## src/sv/gbn_pkg.sv

```systemverilog
// shared types and constants of the go-back-n sender window
package gbn_pkg;

	// default build sizes
	localparam int unsigned BUFFER_DEPTH_DEF = 64;
	localparam int unsigned SEQ_BITS_DEF     = 16;
	localparam int unsigned WORD_BITS_DEF    = 32;

	// register reset values
	localparam logic [6:0]  WINDOW_RESET  = 7'd8;
	localparam logic [15:0] TIMEOUT_RESET = 16'd1000;

	// event codes of an input item
	typedef enum logic [1:0] {
		FUNC_ENQ  = 2'd0,
		FUNC_SEND = 2'd1,
		FUNC_ACK  = 2'd2,
		FUNC_TICK = 2'd3
	} func_t;

	// result codes
	typedef enum logic [2:0] {
		KIND_IDLE     = 3'd0,
		KIND_TX       = 3'd1,
		KIND_ENQUEUED = 3'd2,
		KIND_FULL     = 3'd3,
		KIND_ACK      = 3'd4,
		KIND_IGNORED  = 3'd5,
		KIND_REWIND   = 3'd6
	} kind_t;

	// configuration register indexes
	typedef enum logic {
		REG_WINDOW  = 1'b0,
		REG_TIMEOUT = 1'b1
	} reg_idx_t;

	// input item
	typedef struct packed {
		func_t       func;
		logic [31:0] packet_word;
		logic [15:0] ack_number;
	} in_item_t;

	// result item
	typedef struct packed {
		kind_t       result_kind;
		logic [15:0] seq_number;
		logic [31:0] packet_out;
		logic [6:0]  outstanding;
		logic        window_blocked;
	} out_item_t;

	// result of one event, without the buffered word
	typedef struct packed {
		kind_t       kind;
		logic [15:0] seq;
		logic [6:0]  outstanding;
		logic        blocked;
		logic        is_tx;
	} res_t;

endpackage

```

## src/sv/gbn_ram.sv

```systemverilog
// generic single-port-write, registered-read memory
module gbn_ram #(
	parameter int unsigned WIDTH = 32,
	parameter int unsigned DEPTH = 64,
	parameter int unsigned AW    = $clog2(DEPTH)
) (
	input  logic             clk,
	input  logic             we,
	input  logic [AW-1:0]    waddr,
	input  logic [WIDTH-1:0] wdata,
	input  logic             re,
	input  logic [AW-1:0]    raddr,
	output logic [WIDTH-1:0] rdata
);

	logic [WIDTH-1:0] mem [DEPTH];
	logic [WIDTH-1:0] rdata_q;

	// write port and registered read port
	always_ff @(posedge clk) begin
		if (we) begin
			mem[waddr] <= wdata;
		end
		if (re) begin
			rdata_q <= mem[raddr];
		end
	end

	assign rdata = rdata_q;

endmodule

```

## src/sv/gbn_core.sv

```systemverilog
// window state registers and the per-event update logic
module gbn_core
	import gbn_pkg::*;
#(
	parameter int unsigned BUFFER_DEPTH = BUFFER_DEPTH_DEF,
	parameter int unsigned SEQ_BITS     = SEQ_BITS_DEF,
	parameter int unsigned WORD_BITS    = WORD_BITS_DEF,
	parameter int unsigned AW           = $clog2(BUFFER_DEPTH)
) (
	input  logic                 clk,
	input  logic                 arst_n,
	input  logic                 fire,
	input  in_item_t             item,
	input  logic [6:0]           window_size,
	input  logic [15:0]          timeout_ticks,
	output res_t                 res,
	output logic                 ram_we,
	output logic [AW-1:0]        ram_waddr,
	output logic [WORD_BITS-1:0] ram_wdata,
	output logic                 ram_re,
	output logic [AW-1:0]        ram_raddr
);

	localparam longint unsigned SEQ_MAX = (64'd1 << SEQ_BITS) - 64'd1;
	localparam longint unsigned CAP_L   =
		(longint'(BUFFER_DEPTH) > SEQ_MAX) ? SEQ_MAX : longint'(BUFFER_DEPTH);
	localparam logic [SEQ_BITS-1:0] CAP      = SEQ_BITS'(CAP_L);
	localparam logic [AW-1:0]       LAST     = AW'(BUFFER_DEPTH - 1);
	localparam logic [AW:0]         DEPTH_W  = (AW+1)'(BUFFER_DEPTH);

	logic [SEQ_BITS-1:0] base_q, next_q, tail_q;
	logic [AW-1:0]       base_slot_q, next_slot_q, tail_slot_q;
	logic [15:0]         tcount_q;
	logic                trun_q;

	logic [SEQ_BITS-1:0] base_n, next_n, tail_n;
	logic [AW-1:0]       base_slot_n, next_slot_n, tail_slot_n;
	logic [15:0]         tcount_n;
	logic                trun_n;

	logic [SEQ_BITS-1:0] win_eff, outst, queued, ack_dist, ack, ack_inc, outst_n, seq;
	logic [AW:0]         slot_sum;
	logic [15:0]         limit, tcount_inc;
	kind_t               kind;

	// effective window: zero acts as one, capped at capacity
	always_comb begin
		win_eff = SEQ_BITS'(window_size);
		if (window_size == 7'd0) begin
			win_eff = SEQ_BITS'(1);
		end else if (win_eff > CAP) begin
			win_eff = CAP;
		end
	end

	assign limit      = (timeout_ticks == 16'd0) ? 16'd1 : timeout_ticks;
	assign tcount_inc = tcount_q + 16'd1;
	assign ack        = SEQ_BITS'(item.ack_number);
	assign ack_inc    = ack + SEQ_BITS'(1);
	assign outst      = next_q - base_q;
	assign queued     = tail_q - base_q;
	assign ack_dist   = ack - base_q;
	assign slot_sum   = {1'b0, base_slot_q} + (AW+1)'(ack_dist) + (AW+1)'(1);

	// next state and result of the event
	always_comb begin
		base_n      = base_q;
		next_n      = next_q;
		tail_n      = tail_q;
		base_slot_n = base_slot_q;
		next_slot_n = next_slot_q;
		tail_slot_n = tail_slot_q;
		tcount_n    = tcount_q;
		trun_n      = trun_q;
		kind        = KIND_IDLE;
		seq         = base_q;
		ram_we      = 1'b0;
		ram_re      = 1'b0;
		case (item.func)
			FUNC_ENQ: begin
				if (queued >= CAP) begin
					kind = KIND_FULL;
				end else begin
					ram_we      = 1'b1;
					seq         = tail_q;
					tail_n      = tail_q + SEQ_BITS'(1);
					tail_slot_n = (tail_slot_q == LAST) ? '0 : tail_slot_q + AW'(1);
					kind        = KIND_ENQUEUED;
				end
			end
			FUNC_SEND: begin
				if (next_q != tail_q && outst < win_eff) begin
					ram_re = 1'b1;
					seq    = next_q;
					if (next_q == base_q) begin
						trun_n   = 1'b1;
						tcount_n = '0;
					end
					next_n      = next_q + SEQ_BITS'(1);
					next_slot_n = (next_slot_q == LAST) ? '0 : next_slot_q + AW'(1);
					kind        = KIND_TX;
				end
			end
			FUNC_ACK: begin
				if (ack_dist < outst) begin
					base_slot_n = (slot_sum >= DEPTH_W) ? AW'(slot_sum - DEPTH_W)
					                                    : AW'(slot_sum);
					base_n   = ack_inc;
					tcount_n = '0;
					trun_n   = (ack_inc != next_q);
					kind     = KIND_ACK;
					seq      = ack_inc;
				end else begin
					kind = KIND_IGNORED;
				end
			end
			FUNC_TICK: begin
				if (trun_q) begin
					tcount_n = tcount_inc;
					if (tcount_inc >= limit) begin
						next_n      = base_q;
						next_slot_n = base_slot_q;
						trun_n      = 1'b0;
						tcount_n    = '0;
						kind        = KIND_REWIND;
					end
				end
			end
			default: begin
				kind = KIND_IDLE;
			end
		endcase
	end

	assign outst_n   = next_n - base_n;
	assign ram_waddr = tail_slot_q;
	assign ram_wdata = WORD_BITS'(item.packet_word);
	assign ram_raddr = next_slot_q;

	// result fields
	always_comb begin
		res.kind        = kind;
		res.seq         = 16'(seq);
		res.outstanding = 7'(outst_n);
		res.blocked     = (next_n == tail_n) || (outst_n >= win_eff);
		res.is_tx       = (kind == KIND_TX);
	end

	// state registers
	always_ff @(posedge clk or negedge arst_n) begin
		if (!arst_n) begin
			base_q      <= '0;
			next_q      <= '0;
			tail_q      <= '0;
			base_slot_q <= '0;
			next_slot_q <= '0;
			tail_slot_q <= '0;
			tcount_q    <= '0;
			trun_q      <= 1'b0;
		end else if (fire) begin
			base_q      <= base_n;
			next_q      <= next_n;
			tail_q      <= tail_n;
			base_slot_q <= base_slot_n;
			next_slot_q <= next_slot_n;
			tail_slot_q <= tail_slot_n;
			tcount_q    <= tcount_n;
			trun_q      <= trun_n;
		end
	end

endmodule

```

## src/sv/go_back_n_sender_window.sv

```systemverilog
// go-back-n sender window: top level with input and result registers
//
// Input channel in_valid/in_stall/in_item carries one event per item:
// enqueue a packet word, a send slot, a cumulative ack, or a timer tick.
// Output channel out_valid/out_stall/out_item gives exactly one result
// item per event, in order. An item is taken on a rising edge with valid
// high and stall low.
// Path: an accepted item is held in the input register, processed
// there by the window logic when it fires, and its result is held in
// the result register until the receiver takes it.
// Throughput: one item per cycle while the receiver does not stall;
// the window state and packet buffer port update once per processed item,
// and the buffer's registered read delivers the sent word with the result.
// When the receiver stalls, the result register holds and the input
// register may still take one more item; in_stall rises once both are full.
// The user writes configuration (cfg_we, cfg_index, cfg_data) only while idle; the block does not enforce it.
// Reset clears the window to empty, stops the timer, and loads window 8
// and timeout 1000; buffer contents stay undefined until enqueued.
module go_back_n_sender_window
	import gbn_pkg::*;
#(
	parameter int unsigned BUFFER_DEPTH = BUFFER_DEPTH_DEF,
	parameter int unsigned SEQ_BITS     = SEQ_BITS_DEF,
	parameter int unsigned WORD_BITS    = WORD_BITS_DEF
) (
	input  logic        clk,
	input  logic        arst_n,
	input  logic        in_valid,
	output logic        in_stall,
	input  in_item_t    in_item,
	output logic        out_valid,
	input  logic        out_stall,
	output out_item_t   out_item,
	input  logic        cfg_we,
	input  reg_idx_t    cfg_index,
	input  logic [15:0] cfg_data
);

	localparam int unsigned AW = $clog2(BUFFER_DEPTH);

	logic [6:0]           window_q;
	logic [15:0]          timeout_q;
	logic                 valid_s1, valid_s2;
	in_item_t             item_s1;
	res_t                 res, res_s2;
	logic                 fire, accept;
	logic                 ram_we, ram_re;
	logic [AW-1:0]        ram_waddr, ram_raddr;
	logic [WORD_BITS-1:0] ram_wdata, ram_rdata;

	// configuration registers
	always_ff @(posedge clk or negedge arst_n) begin
		if (!arst_n) begin
			window_q  <= WINDOW_RESET;
			timeout_q <= TIMEOUT_RESET;
		end else if (cfg_we) begin
			case (cfg_index)
				REG_WINDOW:  window_q  <= cfg_data[6:0];
				REG_TIMEOUT: timeout_q <= cfg_data;
				default:     window_q  <= window_q;
			endcase
		end
	end

	// handshake control
	assign fire     = valid_s1 && (!valid_s2 || !out_stall);
	assign in_stall = valid_s1 && !fire;
	assign accept   = in_valid && !in_stall;

	// input register
	always_ff @(posedge clk or negedge arst_n) begin
		if (!arst_n) begin
			valid_s1 <= 1'b0;
		end else if (accept) begin
			valid_s1 <= 1'b1;
		end else if (fire) begin
			valid_s1 <= 1'b0;
		end
	end

	always_ff @(posedge clk) begin
		if (accept) begin
			item_s1 <= in_item;
		end
	end

	// window state and event logic
	gbn_core #(
		.BUFFER_DEPTH (BUFFER_DEPTH),
		.SEQ_BITS     (SEQ_BITS),
		.WORD_BITS    (WORD_BITS),
		.AW           (AW)
	) u_core (
		.clk           (clk),
		.arst_n        (arst_n),
		.fire          (fire),
		.item          (item_s1),
		.window_size   (window_q),
		.timeout_ticks (timeout_q),
		.res           (res),
		.ram_we        (ram_we),
		.ram_waddr     (ram_waddr),
		.ram_wdata     (ram_wdata),
		.ram_re        (ram_re),
		.ram_raddr     (ram_raddr)
	);

	// packet buffer
	gbn_ram #(
		.WIDTH (WORD_BITS),
		.DEPTH (BUFFER_DEPTH),
		.AW    (AW)
	) u_buf (
		.clk   (clk),
		.we    (fire && ram_we),
		.waddr (ram_waddr),
		.wdata (ram_wdata),
		.re    (fire && ram_re),
		.raddr (ram_raddr),
		.rdata (ram_rdata)
	);

	// result register
	always_ff @(posedge clk or negedge arst_n) begin
		if (!arst_n) begin
			valid_s2 <= 1'b0;
		end else if (fire) begin
			valid_s2 <= 1'b1;
		end else if (!out_stall) begin
			valid_s2 <= 1'b0;
		end
	end

	always_ff @(posedge clk) begin
		if (fire) begin
			res_s2 <= res;
		end
	end

	// result item
	always_comb begin
		out_item.result_kind    = res_s2.kind;
		out_item.seq_number     = res_s2.seq;
		out_item.packet_out     = res_s2.is_tx ? 32'(ram_rdata) : 32'd0;
		out_item.outstanding    = res_s2.outstanding;
		out_item.window_blocked = res_s2.blocked;
	end

	assign out_valid = valid_s2;

endmodule

```

## config.mk

```make
export PLATFORM = sky130hd
export DESIGN_NAME = go_back_n_sender_window
export DESIGN_NICKNAME = d
export VERILOG_FILES = /design/src/sv/gbn_pkg.sv /design/src/sv/gbn_ram.sv /design/src/sv/gbn_core.sv /design/src/sv/go_back_n_sender_window.sv
export SDC_FILE = /design/constraint.sdc
export NUM_CORES = 2
export LEC_CHECK = 0
export BUFFER_PORTS_ARGS = -buffer_cell sky130_fd_sc_hd__buf_4
export CAP_MARGIN = 40
export CELL_PAD_IN_SITES_DETAIL_PLACEMENT = 1
export CELL_PAD_IN_SITES_GLOBAL_PLACEMENT = 1
export CORE_AREA = 2 2 411 413
export DETAILED_ROUTE_END_ITERATION = 6
export DIE_AREA = 0 0 413 415
export PLACE_DENSITY_LB_ADDON = 0.1
export SLEW_MARGIN = 15
export SYNTH_ARGS = -nofsm -noshare
export SYNTH_HDL_FRONTEND = slang
export SYNTH_SLANG_ARGS = --single-unit
```

## constraint.sdc

```tcl
create_clock -name clk -period 8.9 [get_ports clk]
set_clock_uncertainty 0.15 [all_clocks]
set_input_delay 0.89 -clock clk [delete_from_list [all_inputs] [get_ports clk]]
set_output_delay 0.89 -clock clk [all_outputs]
set_load 0.01 [all_outputs]
```

* Yosys cells after proc, flatten, opt, wreduce, memory -nomap -nowiden
Memories as Yosys holds them, arrays and structs flattened. A register that Yosys moved wholly into a read port is not among the register bits. Cells that the tools add are included.
Cells by class: reduce and logical (&&, ||, !) cells 25, muxes and demuxes 50, order comparisons 7, add/subtract/negate cells 13, bitwise operators 2, eq/ne operators 16
Operators by type and width (number):
- $mux 16 | 15
- $pmux 16 s3 | 2
- $add 16x1->16 const B | 4
- $sub 16x16->16 | 4
- $mux 6 | 6
- $eq 16x16->1 | 2
- $mux 32 | 1
- $ne 16x16->1 | 2
- $pmux 16 s2 | 1
- $mux 1 | 18
- $ge 16x16->1 | 1
- $ge 16x7->1 | 1
- $ge 16x7->1 const B | 1
- $logic_not 16->1 | 1
- $lt 16x16->1 | 1
- $lt 16x7->1 | 1
- $mux 7 | 2
- $add 6x1->6 const B | 2
- $eq 6x6->1 const B | 2
- $ne 2x1->1 const B | 6
- $pmux 3 s4 | 1
- $pmux 6 s2 | 1
- $reduce_and 5->1 | 2
- $add 6x7->7 | 1
- other kinds (20) | 35
Word-level totals: input bits 72, logic and storage cells 134, bits in writable memories 2048, register bits 186, output and inout bits 61, memories kept 1
Memory list:
- u_buf.mem | words 64, width 32, rd ports 1, clocked after Yosys merged registers in 1, write ports 1, line gbn_ram.sv:16 | logic [WIDTH-1:0] mem [DEPTH];

* Longest topological paths before layout
word-level depth 10, depth in mapped cells 42

* Hierarchy
From an unflattened synthesis, not the netlist that was laid out.
Unflattened totals: cell total of the unflattened synthesis 5109, area total of the unflattened synthesis 94304.2 um^2
Modules (own cells, without submodules):
- gbn_ram | area each 78835.6 um^2, seq. area each 62459.9 um^2, cells an instance 3324, times used 1
- gbn_core | area each 11702.5 um^2, seq. area each 2077.0 um^2, cells an instance 1584, times used 1
- go_back_n_sender_window | area each 3766.1 um^2, seq. area each 2976.6 um^2, cells an instance 201, times used 1

* Worst setup path after synthesis
Ideal clock, no wire load.
path kind register to register, from reg item_s1[0] in the netlist's numbering, to reg res_s2 (netlist bit out_item[0]) (data pin), data required time 8.479 ns, slack 1.739 ns, buffers on the path 4, data arrival time 6.741 ns, cell stages (with the launch flop) 39, library setup time 0.271 ns, cell sequence edfxtp_1 > inv_1 > ha_1 > fa_1 > nor2b_1 > o21ai_0 > a21boi_0 > o21ai_0 > a21boi_0 > o21ai_0 > nand2_1 > and2_1 > o21ai_0 > nand2_1 > a21o_1 > a21o_1 > a21o_1 > a21oi_1 > (+3 left out) > nand4_1 > a21oi_1 > a21boi_1 > o21ai_0 > clkbuf_1 > clkbuf_1 > buf_1 > a21oi_1 > ha_1 > buf_1 > nand2_1 > o41ai_4 > xor2_1 > ha_1 > nor4_1 > nand4_1 > nor4_1 > nand4_1
RTL lines:
- start: declaration | line go_back_n_sender_window.sv:44 | in_item_t item_s1;
- start signal: assignment | line go_back_n_sender_window.sv:83 | item_s1 <= in_item;
- end signal: assignment | line go_back_n_sender_window.sv:136 | res_s2 <= res;
- end: declaration | line go_back_n_sender_window.sv:45 | res_t res, res_s2;

==> flow_summary.toml <==
[outcome]
outcome = "complete, no violations"

[die]
coreArea_um2 = 167000
die_area_um2 = 171000
die_y_um = 415
die_w_um = 413
rows = 150
ios = 133
start_util = 0.559

[sta]
final_max_slew_viol_count = 0
setup_violations = 0
fin_ws_ns = 0.716
slew_headroom = 0.316
final_hold_viol_count = 0
rsz0062_at_grt = "no"
fin_setup_tns_ns = 0
worst_pin_slew_ns = 1.03
fmax_ghz = 0.122
timing.final.crit_period_ns = 8.18
fin_crit_sh = 0.920

[power_and_ir_drop]
ir_worst_vdd_v = 0.000207
leakagePower_nw = 33.8
finalPower_mw = 25.2
powerDensity_nw_per_um2 = 238

[drt]
num_vias = 48700
totalWireLength_um = 258000
avgRoutedWirePerCell_um = 35.1
drc = 0
drt_iter0_markers = 5656
antenna_left = 0
via_per_inst = 6.61
drtPass1Iterations = 5

[worst_setup_path]
start_kind = "register"
critical-path-max-stage-delay_ns = 0.53
startpoint = "item_s1[0]$_DFFE_PP_"
endpoint = "out_item[0]$_DFFE_PP_"
cp.depth = 39
cp-end-kind = "register"
required_ns = 9.28
r2r_slack_ns = 0.72
crit_arrival_ns = 8.56
crit_type = "register to register"
crit-reg2reg-launch = "item_s1[0]$_DFFE_PP_"
reg2reg_depth = 39
cp_max_fo = 7
slowest_stage = "edfxtp_1"
r2r_end = "out_item[0]$_DFFE_PP_"
critPathBufInv = 2
cp_top_family = "compound AO/OA/AOI/OAI gates"

[finish]
post_route_cells_drive_above_1_share = 0.286
fillers = 13800
area_growth_pct = 13.5
nets = 5149

[synth]
syn_area_um2 = 93200
avgSynthCellArea_um2 = 19.9
synthTopCellsByCount = "2,158 x edfxtp_1, 664 x mux4_2, 197 x nand2_1"
synth_area_leaders = "edfxtp_1 70%, mux4_2 16%, dfrtp_1 2.7%, ha_1 1.5%, nand2_1 0.79%"
async_reset_ff_frac = 0.0477
syn_inst = 4684
synth-main-ff-cell = "edfxtp_1"
synth_largest_area_cell = "edfxtp_1"
ys_warn_count = 0
synth.net_count = 4869
synth-edff-count = 2158
yosysMostFrequentCell = "edfxtp_1"
ys_ff_latch = 2266
netlist.area_leader.share = 0.695
ys_seq_area_frac = 0.724
yosysUniqueCellTypes = 90

[cts]
htreeDepth = 4
worstSkewPairLatency_ns = 0.85
clockRootBuffer = "clkbuf_16"
holdBufCountCts = 13
tritoncts = "built"
post_cts_resized = 0
numCtsBuffers = 222
clkTransAtPathRegs_ns = 0.06
postCtsSetupRepairBufs = 0
cts_sinks = 2266
cts_buffer_depth = 3

[placed_design]
gp_congestion = 0.951
place_ws_ns = 0.875
port_buffers = 132
dpl.hpwl_um = 153000

[worst_hold_path]
hp-class = "input pin to register"

[global_routing]
grt_usage = 0.306
grt_pass1_vias = 50700
grt_pass1_wl_um = 369000
overflow = 0
antenna_found_initial = 5
grt_max_degree = 129

[run]
drv_cap = 0
## layout by cell type (no fill, tap or decap), types with 13 or more instances in the layout
master,count
inv_1,85
nand2_1,196
o21a_1,13
clkbuf_1,37
buf_12,19
dfrtp_1,96
clkinvlp_4,13
mux4_2,664
edfxtp_1,2158
clkinv_2,55
nor2b_1,13
a21oi_1,98
nor2_4,63
nor4_1,20
a21o_1,34
mux2_2,36
clkbuf_16,225
and2_1,48
nand3_1,63
and3_1,22
nor2_1,107
mux2i_1,18
nand4_1,37
clkinv_1,44
ha_1,109
xnor2_1,74
or2_2,14
a221oi_1,16
nand2b_1,21
xor2_1,59
o21ai_0,106
dlygate4sd3_1,13
bufinv_16,28
nor3_1,23
buf_4,277
## routing by layer
layer	share of wire	GRT usage	wire length, um
met3	0.071	0.0435	18400
met5	0.000050	0	13
met2	0.51	0.514	132000
met4	0.033	0.103	8640
met1	0.38	0.414	99100
## cells by family (layout without fill, tap and decap cells)
family	after synthesis	after routing	share of synthesized area
multiplexers	718	718	0.167
flip-flops	2266	2266	0.724
buffers and inverters	363	834	0.0158
AO/OA/AOI/OAI	407	407	0.0288
adder cells (fa/ha/maj)	114	114	0.0156
XOR/XNOR	137	137	0.0133
AND/OR/NAND/NOR	679	679	0.0354
other	0	7	0
## registers in the layout, summed over array words and instances (netlist names), 7 cells and up
register / count
u_buf.mem: 2048
timeout_q: 16
u_buf.rdata: 32
out_item: 27
window_q: 7
u_core.tail_q: 16
u_core.next_q: 16
item_s1: 50
u_core.tcount_q: 16
u_core.base_q: 16
## worst min-delay path by stage
stage | from | to | slack, ns | cells past startpoint
floorplan | u_core.base_slot_q[5]$_DFFE_PN0P_ | u_core.base_slot_q[5]$_DFFE_PN0P_ | 0.29 | 1
global placement | u_core.base_slot_q[5]$_DFFE_PN0P_ | u_core.base_slot_q[5]$_DFFE_PN0P_ | 0.31 | 1
detailed placement | u_core.base_slot_q[5]$_DFFE_PN0P_ | u_core.base_slot_q[5]$_DFFE_PN0P_ | 0.31 | 1
CTS | in_item[28] | item_s1[28]$_DFFE_PP_ | 0.0007 | 1
global route | in_item[43] | item_s1[43]$_DFFE_PP_ | 0.02 | 1
finish | in_item[30] | item_s1[30]$_DFFE_PP_ | 0.06 | 1
## final cells by class
class / count / area [um2] / share of cell area
Clock inverter: 151 / 1610 / 0.0152
Clock buffer: 264 / 5800 / 0.0548
Inverter: 91 / 347 / 0.00328
Sequential cell: 2266 / 67500 / 0.638
Timing Repair Buffer: 328 / 2990 / 0.0283
Antenna cell: 7 / 17.5 / 0.000166
Multi-Input combinational cell: 2055 / 24700 / 0.234
Tap cell: 2204 / 2760 / 0.0261
## worst register-to-register path: cells and delay by family, from the launching register on
kind / cells / cell delay, ns
AO/OA/AOI/OAI: 18 / 3.75
AND/OR/NAND/NOR: 11 / 1.58
adder cells (fa/ha/maj): 6 / 1.37
flip-flops: 1 / 0.53
XOR/XNOR: 2 / 0.31
buffers and inverters: 2 / 0.16
## power by group
group / internal, mW / switching [mW]
clock network: 5.47 / 4.07
registers: 11.9 / 0.196
logic: 1.36 / 2.20
total: 18.7 / 6.46
## per-stage QoR
| stage | area, um2 | std cells | hold WS [ns] | util |
|---|---|---|---|---|
| finish | 106000 | 7366 | 0.0597 | 0.635 |
| global route | 106000 | 7359 | 0.0178 | 0.635 |
| CTS | 106000 | 7351 | 0.000735 | 0.634 |
| detailed placement | 98100 | 6923 | 0.308 | 0.588 |
| global placement | 97700 | 6905 | 0.311 | 0.586 |
| floorplan | 93200 | 4684 | 0.291 | - |
(Power assumes the default switching activity.)
